===== src/rtl/core/slb_pkg.sv =====
// ============================================================================
// Seam linear blend package
// Widths, register indexes, stage payload types and the divider step.
// ============================================================================
package slb_pkg;

    // Field widths.
    localparam int COL_W      = 13;
    localparam int START_W    = 13;
    localparam int WIDTH_W    = 14;
    localparam int PIX_W      = 8;
    localparam int NUM_CH     = 3;
    localparam int MAX_WIDTH  = 8192;

    // Blend numerator and quotient.
    localparam int NUM_W      = PIX_W + WIDTH_W;
    localparam int QUOT_W     = PIX_W;
    localparam int BIT_IDX_W  = $clog2(QUOT_W);

    // Stream and configuration port widths.
    localparam int S_TDATA_W  = 64;
    localparam int M_TDATA_W  = 24;
    localparam int CFG_IDX_W  = 1;
    localparam int CFG_DATA_W = 14;

    // Register indexes.
    localparam logic [CFG_IDX_W-1:0] REG_OVERLAP_START = 1'b0;
    localparam logic [CFG_IDX_W-1:0] REG_BASE_WIDTH    = 1'b1;

    // Reset values.
    localparam logic [START_W-1:0] OVERLAP_START_RST = '0;
    localparam logic [WIDTH_W-1:0] BASE_WIDTH_RST    = 14'd1024;
    localparam logic [WIDTH_W-1:0] MAX_WIDTH_VAL     = WIDTH_W'(MAX_WIDTH);

    // One RGB pixel, red in the lowest bits.
    typedef logic [NUM_CH-1:0][PIX_W-1:0] pixel_t;
    typedef logic [NUM_CH-1:0][NUM_W-1:0] wide_t;

    // Decode stage payload.
    typedef struct packed {
        logic                blend;
        pixel_t              pix;
        pixel_t              base;
        pixel_t              warped;
        logic [WIDTH_W-1:0]  wid;
        logic [COL_W-1:0]    k;
        logic [WIDTH_W-1:0]  wmk;
    } dec_t;

    // Product stage payload.
    typedef struct packed {
        logic                blend;
        pixel_t              pix;
        logic [WIDTH_W-1:0]  wid;
        wide_t               pb;
        wide_t               pw;
    } prod_t;

    // Divider payload: pix holds the copied pixel or the quotient being built.
    typedef struct packed {
        logic                blend;
        pixel_t              pix;
        logic [WIDTH_W-1:0]  wid;
        wide_t               rem;
    } div_t;

    // One restoring division step producing quotient bit bit_pos per channel.
    function automatic div_t div_step(input div_t d, input logic [BIT_IDX_W-1:0] bit_pos);
        div_t             r;
        logic [NUM_W-1:0] cand;
        r    = d;
        cand = NUM_W'(d.wid) << bit_pos;
        for (int c = 0; c < NUM_CH; c++)
        begin
            if (d.blend && (d.rem[c] >= cand))
            begin
                r.rem[c]          = d.rem[c] - cand;
                r.pix[c][bit_pos] = 1'b1;
            end
        end
        return r;
    endfunction

endpackage


===== src/rtl/core/slb_decode.sv =====
// ============================================================================
// Seam blend decode stage
// Classifies the column against the overlap and prepares blend weights.
// ============================================================================
module slb_decode (
    input  logic                          clk,
    input  logic                          rst_n,
    input  logic [slb_pkg::START_W-1:0]   overlap_start,
    input  logic [slb_pkg::WIDTH_W-1:0]   base_width,
    input  logic                          in_valid,
    output logic                          in_ready,
    input  logic [slb_pkg::COL_W-1:0]     column,
    input  slb_pkg::pixel_t               base,
    input  slb_pkg::pixel_t               warped,
    output logic                          out_valid,
    input  logic                          out_ready,
    output slb_pkg::dec_t                 out_data
);

    logic                          vld_reg;
    slb_pkg::dec_t                 data_reg;
    slb_pkg::dec_t                 data_next;
    logic                          en;
    logic [slb_pkg::WIDTH_W-1:0]   bw_sat;
    logic [slb_pkg::WIDTH_W-1:0]   col_ext;
    logic [slb_pkg::WIDTH_W-1:0]   start_ext;
    logic                          warp_zero;

    // Stage advances when empty or when the next stage takes its content.
    assign en       = !vld_reg || out_ready;
    assign in_ready = en;

    // Decision: warped copy, base copy, or weighted blend.
    always_comb
    begin
        bw_sat    = (base_width > slb_pkg::MAX_WIDTH_VAL) ? slb_pkg::MAX_WIDTH_VAL : base_width;
        col_ext   = slb_pkg::WIDTH_W'(column);
        start_ext = slb_pkg::WIDTH_W'(overlap_start);
        warp_zero = (warped == '0);

        data_next.base   = base;
        data_next.warped = warped;
        data_next.wid    = bw_sat - start_ext;
        data_next.k      = column - overlap_start;
        data_next.wmk    = data_next.wid - slb_pkg::WIDTH_W'(data_next.k);
        data_next.blend  = 1'b0;
        data_next.pix    = base;

        if (col_ext >= bw_sat)
        begin
            data_next.pix = warped;
        end
        else if ((column >= overlap_start) && !warp_zero)
        begin
            data_next.blend = (col_ext > data_next.wid);
        end
    end

    // Valid bit.
    always_ff @(posedge clk or negedge rst_n)
    begin
        if (!rst_n)
        begin
            vld_reg <= 1'b0;
        end
        else if (en)
        begin
            vld_reg <= in_valid;
        end
    end

    // Payload.
    always_ff @(posedge clk)
    begin
        if (en && in_valid)
        begin
            data_reg <= data_next;
        end
    end

    assign out_valid = vld_reg;
    assign out_data  = data_reg;

endmodule


===== src/rtl/core/slb_mix.sv =====
// ============================================================================
// Seam blend weighting stages
// Multiplies each channel by its weight, then sums into the numerator.
// ============================================================================
module slb_mix (
    input  logic            clk,
    input  logic            rst_n,
    input  logic            in_valid,
    output logic            in_ready,
    input  slb_pkg::dec_t   in_data,
    output logic            out_valid,
    input  logic            out_ready,
    output slb_pkg::div_t   out_data
);

    logic            prod_vld_reg;
    slb_pkg::prod_t  prod_reg;
    slb_pkg::prod_t  prod_next;
    logic            sum_vld_reg;
    slb_pkg::div_t   sum_reg;
    slb_pkg::div_t   sum_next;
    logic            prod_en;
    logic            sum_en;

    // Ready chain from the output back to the input.
    assign sum_en   = !sum_vld_reg || out_ready;
    assign prod_en  = !prod_vld_reg || sum_en;
    assign in_ready = prod_en;

    // Products: base by (W - k) and warped by k.
    always_comb
    begin
        prod_next.blend = in_data.blend;
        prod_next.pix   = in_data.pix;
        prod_next.wid   = in_data.wid;
        for (int c = 0; c < slb_pkg::NUM_CH; c++)
        begin
            prod_next.pb[c] = slb_pkg::NUM_W'(in_data.base[c] * in_data.wmk);
            prod_next.pw[c] = slb_pkg::NUM_W'(in_data.warped[c] * in_data.k);
        end
    end

    // Numerator sum; the quotient is built in pix, so clear it for blends.
    always_comb
    begin
        sum_next.blend = prod_reg.blend;
        sum_next.pix   = prod_reg.blend ? '0 : prod_reg.pix;
        sum_next.wid   = prod_reg.wid;
        for (int c = 0; c < slb_pkg::NUM_CH; c++)
        begin
            sum_next.rem[c] = prod_reg.pb[c] + prod_reg.pw[c];
        end
    end

    // Valid bits.
    always_ff @(posedge clk or negedge rst_n)
    begin
        if (!rst_n)
        begin
            prod_vld_reg <= 1'b0;
            sum_vld_reg  <= 1'b0;
        end
        else
        begin
            if (prod_en)
            begin
                prod_vld_reg <= in_valid;
            end
            if (sum_en)
            begin
                sum_vld_reg <= prod_vld_reg;
            end
        end
    end

    // Payload.
    always_ff @(posedge clk)
    begin
        if (prod_en && in_valid)
        begin
            prod_reg <= prod_next;
        end
        if (sum_en && prod_vld_reg)
        begin
            sum_reg <= sum_next;
        end
    end

    assign out_valid = sum_vld_reg;
    assign out_data  = sum_reg;

endmodule


===== src/rtl/core/slb_div.sv =====
// ============================================================================
// Seam blend divider
// Pipelined restoring divider, one quotient bit per stage for all channels.
// ============================================================================
module slb_div (
    input  logic            clk,
    input  logic            rst_n,
    input  logic            in_valid,
    output logic            in_ready,
    input  slb_pkg::div_t   in_data,
    output logic            out_valid,
    input  logic            out_ready,
    output slb_pkg::div_t   out_data
);

    localparam int NSTG = slb_pkg::QUOT_W;

    logic [NSTG-1:0]   vld_reg;
    slb_pkg::div_t     stg_reg  [NSTG];
    slb_pkg::div_t     stg_in   [NSTG];
    slb_pkg::div_t     stg_next [NSTG];
    logic [NSTG-1:0]   vld_in;
    logic [NSTG-1:0]   en;
    logic [NSTG:0]     rdy_chain;

    // Ready chain: a stage moves when empty or when its successor moves.
    always_comb
    begin
        rdy_chain[NSTG] = out_ready;
        for (int s = NSTG - 1; s >= 0; s--)
        begin
            en[s]        = !vld_reg[s] || rdy_chain[s + 1];
            rdy_chain[s] = en[s];
        end
    end

    // Stage inputs and one quotient bit per stage, most significant first.
    always_comb
    begin
        for (int s = 0; s < NSTG; s++)
        begin
            if (s == 0)
            begin
                stg_in[s] = in_data;
                vld_in[s] = in_valid;
            end
            else
            begin
                stg_in[s] = stg_reg[s - 1];
                vld_in[s] = vld_reg[s - 1];
            end
            stg_next[s] = slb_pkg::div_step(stg_in[s], slb_pkg::BIT_IDX_W'(NSTG - 1 - s));
        end
    end

    // Valid bits.
    always_ff @(posedge clk or negedge rst_n)
    begin
        if (!rst_n)
        begin
            vld_reg <= '0;
        end
        else
        begin
            for (int s = 0; s < NSTG; s++)
            begin
                if (en[s])
                begin
                    vld_reg[s] <= vld_in[s];
                end
            end
        end
    end

    // Payload.
    always_ff @(posedge clk)
    begin
        for (int s = 0; s < NSTG; s++)
        begin
            if (en[s] && vld_in[s])
            begin
                stg_reg[s] <= stg_next[s];
            end
        end
    end

    assign in_ready  = en[0];
    assign out_valid = vld_reg[NSTG-1];
    assign out_data  = stg_reg[NSTG-1];

endmodule


===== src/rtl/core/seam_linear_blend.sv =====
// ============================================================================
// Seam linear blend
// Feather blending of a base and a warped RGB image across a stitching seam.
// ============================================================================
// Usage:
//   The s_axis channel takes one pixel per transfer: the output column and
//   the base and warped RGB pixels at that column. The m_axis channel gives
//   one stitched pixel per input transfer, in order, with tuser set when the
//   weighted blend was applied rather than a source pixel copied.
//   The cfg channel writes overlap_start (index 0) and base_width (index 1);
//   it is always ready and must only be used while no pixel is in flight.
//   A pixel passes from input transfer to output valid through eleven
//   register stages: one decode stage, a multiply and a sum stage, and eight
//   divider stages producing one quotient bit each. Throughput is one pixel
//   per clock while the receiver does not stall.
//   Every stage has its own valid bit; when the receiver stalls, the output
//   holds and the stages behind it keep filling until all are occupied, and
//   only then does s_axis_tready fall. Nothing is lost or repeated.
//   Reset clears all valid bits and loads overlap_start = 0 and
//   base_width = 1024.
// ============================================================================
module seam_linear_blend (
    input  logic                               clk,
    input  logic                               rst_n,
    // Configuration write channel.
    input  logic                               cfg_valid,
    output logic                               cfg_ready,
    input  logic [slb_pkg::CFG_IDX_W-1:0]      cfg_index,
    input  logic [slb_pkg::CFG_DATA_W-1:0]     cfg_data,
    // Input pixels.
    input  logic                               s_axis_tvalid,
    output logic                               s_axis_tready,
    // column, base_red, base_green, base_blue, warped_red, warped_green,
    // warped_blue, zero fill
    input  logic [slb_pkg::S_TDATA_W-1:0]      s_axis_tdata,
    // Output pixels.
    output logic                               m_axis_tvalid,
    input  logic                               m_axis_tready,
    // out_red, out_green, out_blue
    output logic [slb_pkg::M_TDATA_W-1:0]      m_axis_tdata,
    // was_blended
    output logic                               m_axis_tuser
);

    localparam int PIX_BITS = slb_pkg::NUM_CH * slb_pkg::PIX_W;

    logic [slb_pkg::START_W-1:0]  overlap_start_reg;
    logic [slb_pkg::WIDTH_W-1:0]  base_width_reg;
    logic [slb_pkg::COL_W-1:0]    in_column;
    slb_pkg::pixel_t              in_base;
    slb_pkg::pixel_t              in_warped;
    logic                         dec_valid;
    logic                         dec_ready;
    slb_pkg::dec_t                dec_data;
    logic                         mix_valid;
    logic                         mix_ready;
    slb_pkg::div_t                mix_data;
    slb_pkg::div_t                div_data;

    // Configuration registers; writes are always taken.
    assign cfg_ready = 1'b1;

    always_ff @(posedge clk or negedge rst_n)
    begin
        if (!rst_n)
        begin
            overlap_start_reg <= slb_pkg::OVERLAP_START_RST;
            base_width_reg    <= slb_pkg::BASE_WIDTH_RST;
        end
        else if (cfg_valid && cfg_ready)
        begin
            case (cfg_index)
                slb_pkg::REG_OVERLAP_START:
                begin
                    overlap_start_reg <= cfg_data[slb_pkg::START_W-1:0];
                end
                slb_pkg::REG_BASE_WIDTH:
                begin
                    base_width_reg <= cfg_data[slb_pkg::WIDTH_W-1:0];
                end
                default:
                begin
                end
            endcase
        end
    end

    // Unpack the input transfer.
    assign in_column = s_axis_tdata[slb_pkg::COL_W-1:0];
    assign in_base   = s_axis_tdata[slb_pkg::COL_W +: PIX_BITS];
    assign in_warped = s_axis_tdata[slb_pkg::COL_W + PIX_BITS +: PIX_BITS];

    slb_decode u_decode (
        .clk           (clk),
        .rst_n         (rst_n),
        .overlap_start (overlap_start_reg),
        .base_width    (base_width_reg),
        .in_valid      (s_axis_tvalid),
        .in_ready      (s_axis_tready),
        .column        (in_column),
        .base          (in_base),
        .warped        (in_warped),
        .out_valid     (dec_valid),
        .out_ready     (dec_ready),
        .out_data      (dec_data)
    );

    slb_mix u_mix (
        .clk       (clk),
        .rst_n     (rst_n),
        .in_valid  (dec_valid),
        .in_ready  (dec_ready),
        .in_data   (dec_data),
        .out_valid (mix_valid),
        .out_ready (mix_ready),
        .out_data  (mix_data)
    );

    slb_div u_div (
        .clk       (clk),
        .rst_n     (rst_n),
        .in_valid  (mix_valid),
        .in_ready  (mix_ready),
        .in_data   (mix_data),
        .out_valid (m_axis_tvalid),
        .out_ready (m_axis_tready),
        .out_data  (div_data)
    );

    // Pack the output transfer.
    assign m_axis_tdata = div_data.pix;
    assign m_axis_tuser = div_data.blend;

endmodule


===== config.mk =====
export PLATFORM = sky130hd
export DESIGN_NAME = seam_linear_blend
export DESIGN_NICKNAME = d
export VERILOG_FILES = /design/src/rtl/core/slb_pkg.sv /design/src/rtl/core/slb_decode.sv /design/src/rtl/core/slb_mix.sv /design/src/rtl/core/slb_div.sv /design/src/rtl/core/seam_linear_blend.sv
export SDC_FILE = /design/constraint.sdc
export NUM_CORES = 2
export LEC_CHECK = 0
export ABC_AREA = 1
export BUFFER_PORTS_ARGS = -buffer_cell sky130_fd_sc_hd__buf_2
export CORE_MARGIN = 5
export CORE_UTILIZATION = 50
export DETAILED_ROUTE_END_ITERATION = 8
export HOLD_SLACK_MARGIN = 0.06
export PLACE_DENSITY_LB_ADDON = 0.05
export SLEW_MARGIN = 20
export SYNTH_ARGS = -nofsm -noshare
export SYNTH_HDL_FRONTEND = slang
export SYNTH_HIERARCHICAL = 1
export SYNTH_SLANG_ARGS = --single-unit
export TNS_END_PERCENT = 30

===== constraint.sdc =====
create_clock -name clk -period 7.8 [get_ports clk]
set_clock_uncertainty 0.2 [all_clocks]
set_input_delay 1.56 -clock clk [delete_from_list [all_inputs] [get_ports clk]]
set_output_delay 1.56 -clock clk [all_outputs]
set_load 0.1 [all_outputs]

-- After elaboration in Yosys (flattened, before gate mapping)
Memories as Yosys holds them, arrays and structs flattened.
Index checks and enable logic that the tools add are counted.
W data, S select, Z words.
- register bits after elaboration: 425
- RAM bits: 840
- input port bits: 84
- output and inout bits: 28
- memories: 1
- memories (name ; depth ; width ; read ports ; clocked after Yosys merged registers in ; wr ports ; RTL line ; RTL):
    u_div.stg_reg ; 8 ; 105 ; 8 ; 0 ; 8 ; slb_div.sv:19 ; slb_pkg::div_t stg_reg [NSTG];
- add/subtract/negate cells: 30
- multipliers: 6
- order comparisons: 28
- mux-type cells: 66
- bitwise gates (word level): 2
- reductions and logical operators: 63
- operators by type and width (cell ; count):
    $mux W22 ; 24
    $add A22 B21 Y22 ; 3
    $ge A22 B14 Y1 ; 3
    $ge A22 B15 Y1 ; 3
    $ge A22 B16 Y1 ; 3
    $ge A22 B17 Y1 ; 3
    $ge A22 B18 Y1 ; 3
    $ge A22 B19 Y1 ; 3
    $ge A22 B20 Y1 ; 3
    $ge A22 B21 Y1 ; 3
    $mul A8 B14 Y22 ; 3
    $sub A22 B14 Y22 ; 3
    $sub A22 B15 Y22 ; 3
    $sub A22 B16 Y22 ; 3
    $sub A22 B17 Y22 ; 3
    $sub A22 B18 Y22 ; 3
    $sub A22 B19 Y22 ; 3
    $sub A22 B20 Y22 ; 3
    $sub A22 B21 Y22 ; 3
    $mul A8 B13 Y21 ; 3
    $mux W1 ; 40
    $logic_and A1 B1 Y1 ; 36
    $sub A14 B13 Y14 ; 2
    $logic_not A24 Y1 ; 1
    other kinds (12) ; 35

-- Depth between registers and ports, before layout
- depth in word-level cells: 13
- mapped depth: 27

-- By module
Netlist, hierarchy kept.
- modules (own cells, without submodules) (module ; times used ; cells each ; area each (um^2) ; sequential area each (um^2)):
    slb_div ; 1 ; 7022 ; 55906.1 ; 25424.4
    slb_mix ; 1 ; 4612 ; 35195.0 ; 8247.9
    slb_decode ; 1 ; 793 ; 7118.1 ; 3448.3
    seam_linear_blend ; 1 ; 121 ; 1103.6 ; 676.9

-- Least setup slack after synthesis
OpenSTA, ideal clock, no wires.
- kind: input -> register
- from: in m_axis_tready
- to: reg u_decode.data_reg, in the netlist u_decode/out_data[0], enable pin
- arrival: 7.787 ns
- data required time: 6.976 ns
- path slack: -0.811 ns
- stages on the path: 12
- buffers on the path: 0
- path through: nor2_1 -> nand3_1 -> nor2_1 -> nand2_1 -> nor2_1 -> nand2_1 -> nor2_1 -> inv_1 -> inv_1 -> nand3_1 -> inv_1 -> a21oi_1
- longest elaborated chain between the ends: 12
- RTL lines (element ; RTL line ; RTL):
    start, declared ; seam_linear_blend.sv:38 ; input logic m_axis_tready,
    $logic_or A1 B1 Y1 (8 in series) ; slb_div.sv:32 ; en[s] = !vld_reg[s] || rdy_chain[s + 1];
    named net mix_ready ; seam_linear_blend.sv:56 ; logic mix_ready;
    $logic_or A1 B1 Y1 ; slb_mix.sv:26 ; assign sum_en = !sum_vld_reg || out_ready;
    $logic_or A1 B1 Y1 ; slb_mix.sv:27 ; assign prod_en = !prod_vld_reg || sum_en;
    named net dec_ready ; seam_linear_blend.sv:53 ; logic dec_ready;
    $logic_or A1 B1 Y1 ; slb_decode.sv:30 ; assign en = !vld_reg || out_ready;
    $logic_and A1 B1 Y1 ; slb_decode.sv:75 ; if (en && in_valid)
    end signal, assigned ; slb_decode.sv:77 ; data_reg <= data_next;
    end, declared ; slb_decode.sv:21 ; slb_pkg::dec_t data_reg;
The timed path passes the listed nets, and every way through them passes these cells.
A chain may end at the register's enable or synchronous reset.

-- Worst setup path after layout
- from: in m_axis_tready
- to: out s_axis_tready
- longest elaborated chain between the ends: 11
- RTL lines (element ; RTL line ; RTL):
    $logic_or A1 B1 Y1 (8 in series) ; slb_div.sv:32 ;
    named net mix_ready ; seam_linear_blend.sv:56 ;
    $logic_or A1 B1 Y1 ; slb_mix.sv:26 ;
    $logic_or A1 B1 Y1 ; slb_mix.sv:27 ;
    named net dec_ready ; seam_linear_blend.sv:53 ;
    $logic_or A1 B1 Y1 ; slb_decode.sv:30 ;
    end, declared ; seam_linear_blend.sv:32 ; output logic s_axis_tready,
The timed path passes the listed nets, and every way through them passes these cells.

==> flow_summary.yaml <==
yosys:
  yosysWarningCount: 6
  synthCells: 11700
  syn_avg_cell_area_um2: 7.99
  synthesis.nets: 13000
  syn_area_um2: 93800
timing:
  period_minus_slack_ns: 6.05
  final_hold_viol_count: 0
  tightestPinTransition_ns: 1.21
  rsz0062_at_grt: "false"
  finalSetupViolCount: 0
  max_freq_mhz: 165
  slew_viol_final: 0
  slew_headroom_pct: 19.0
  post-route-period-util_pct: 77.6
place:
  dp_hpwl_um: 219000
  port_buffers: 107
  gp_congestion: 0.959
setup_path:
  cp.depth: 14
  criticalPathCategory: "primary input to primary output"
  rrSetupSlack_ns: 2.80
  critPathCaptureType: "primary output"
  cp_top_family: "simple AND/OR/NAND/NOR gates"
  critPathBufInv: 5
  worstPathCellList: "buf_2 -> nor2_1 -> nand3_1 -> nor2_1 -> nand2_1 -> nor2_1 -> nand2_1 -> nor2_1 -> inv_1 -> inv_1 -> nand3_1 -> inv_1 -> nand2_1 -> buf_2"
  worst_path_most_repeated_cell: "nor2_1"
  reg2reg_depth: 17
  cp-start-kind: "primary input"
  worstPathArrival_ns: 4.29
  r2r_end: "u_mix/prod_reg[109]"
  max_stage_delay_ns: 0.43
  crit_required_ns: 6.04
  critPathSlowestCell: "nor2_1"
  rr_startpoint: "u_decode/out_data[5]"
  path_max_fanout: 4
detailed_routing:
  ant_nets: 0
  wire_per_inst_um: 18.7
  finalWirelength_um: 270000
  vias: 73600
  drt_iter0_drc: 4950
  via_per_inst: 5.09
  post-route-drc-count: 0
  drt_first_pass_iters: 6
die:
  boundaryPins: 112
  dieWidth_um: 443
  initial_core_util_pct: 50.1
  fp.dieH_um: 443
  dieArea_um2: 196000
  core_um2: 187000
  num_rows: 159
layout:
  syn_to_final_growth_pct: 8.27
  utilization_pct: 54.3
  nets: 13100
  drive_gt1_share_pct: 5.60
  largest_reg_flops: 760
  fillers: 17700
clock_network:
  clk_pin_slew_ns: 0.06
  hold_buffers: 0
  cts_tree: "built"
  clock_sinks: 1185
  clkLatencyLatePin_ns: 0.81
  post_cts_resized: 0
  cts-htree-levels: 4
  cts_buffers: 137
  clockBufferDepth: 3
  cts_setup_buffers: 0
  clockRootBuffer: "clkbuf_16"
flow_run:
  drv_cap: 0
grt:
  grt_usage_pct: 27.3
  grt_pass1_wl_um: 415000
  grt_overflow: 0
  grt_max_degree: 156
  grt_pass1_vias: 72300
  antenna_found_initial: 6
min_path:
  min_path_type: "register to register"
  min_to: "u_div/stg_reg[0][98]"
  min_path_cells: 0
  hold_path.startpoint: "u_mix/out_data[98]"
run_status:
  status: "completed"
[area by class of cell]
type | instances | area [µm²] | share of cell area [%]
inverters | 2346 | 8820 | 8.69
clock buffers | 157 | 3500 | 3.45
repair buffers | 158 | 951 | 0.936
well taps | 2495 | 3120 | 3.07
flip-flops and latches | 1185 | 35400 | 34.9
clock inverters | 85 | 1090 | 1.07
diodes | 9 | 22.5 | 0.0222
multi-input cells | 8026 | 48700 | 47.9
[layout by cell type (no fill, tap or decap), types with 14 or more instances in the layout]
| master | instances |
|---|---|
| nor3_1 | 86 |
| nand4_1 | 88 |
| a21oi_2 | 19 |
| clkinv_2 | 20 |
| dfrtp_1 | 37 |
| and2_1 | 47 |
| o21ai_0 | 142 |
| a21o_1 | 14 |
| buf_2 | 107 |
| inv_1 | 2319 |
| or2_2 | 19 |
| nand3_1 | 611 |
| buf_4 | 48 |
| nor2_2 | 33 |
| nand2_4 | 17 |
| nand2_1 | 3985 |
| inv_2 | 21 |
| edfxtp_1 | 1147 |
| a21oi_1 | 414 |
| ha_1 | 705 |
| clkbuf_1 | 20 |
| nand3b_1 | 51 |
| nand2_2 | 84 |
| xnor2_1 | 153 |
| fa_1 | 444 |
| clkinv_1 | 26 |
| o21ai_1 | 82 |
| nand3_2 | 18 |
| nor2_1 | 729 |
| o21ai_2 | 62 |
| xor2_1 | 130 |
| clkbuf_16 | 137 |
| o21bai_1 | 24 |
[through the flow]
step	instances	setup slack (ns)	instance area, µm²	TNS (ns)	hold WS, ns
detailed placement	14200	1.80	96900	0	0.205
CTS	14500	1.78	102000	0	0.175
floorplan	11700	-0.211	93800	-22.17	0.200
global route	14500	1.50	102000	0	0.186
global placement	14200	1.82	96900	0	0.201
finish	14500	1.75	102000	0	0.178
[metal layers]
layer	up-vias	share of wire, %	wire length (µm)	global-route usage [%]
li1	36900	-	-	-
met1	34600	43	115000	34.7
met2	1684	49	133000	47.8
met3	413	3.9	10600	2.92
met4	0	4.4	12000	10.7
met5	-	0	0	0
[worst max-delay path by stage]
stage	from	end	slack [ns]
final	m_axis_tready	s_axis_tready	1.75
after global routing	m_axis_tready	s_axis_tready	1.50
after CTS	m_axis_tready	s_axis_tready	1.78
after detailed placement	m_axis_tready	s_axis_tready	1.80
after global placement	m_axis_tready	s_axis_tready	1.82
after floorplan	m_axis_tready	u_mix/out_data[0]	-0.21
Power is not shown: default switching activity piles up to over one toggle a cycle in this logic, so the estimate is an artifact.
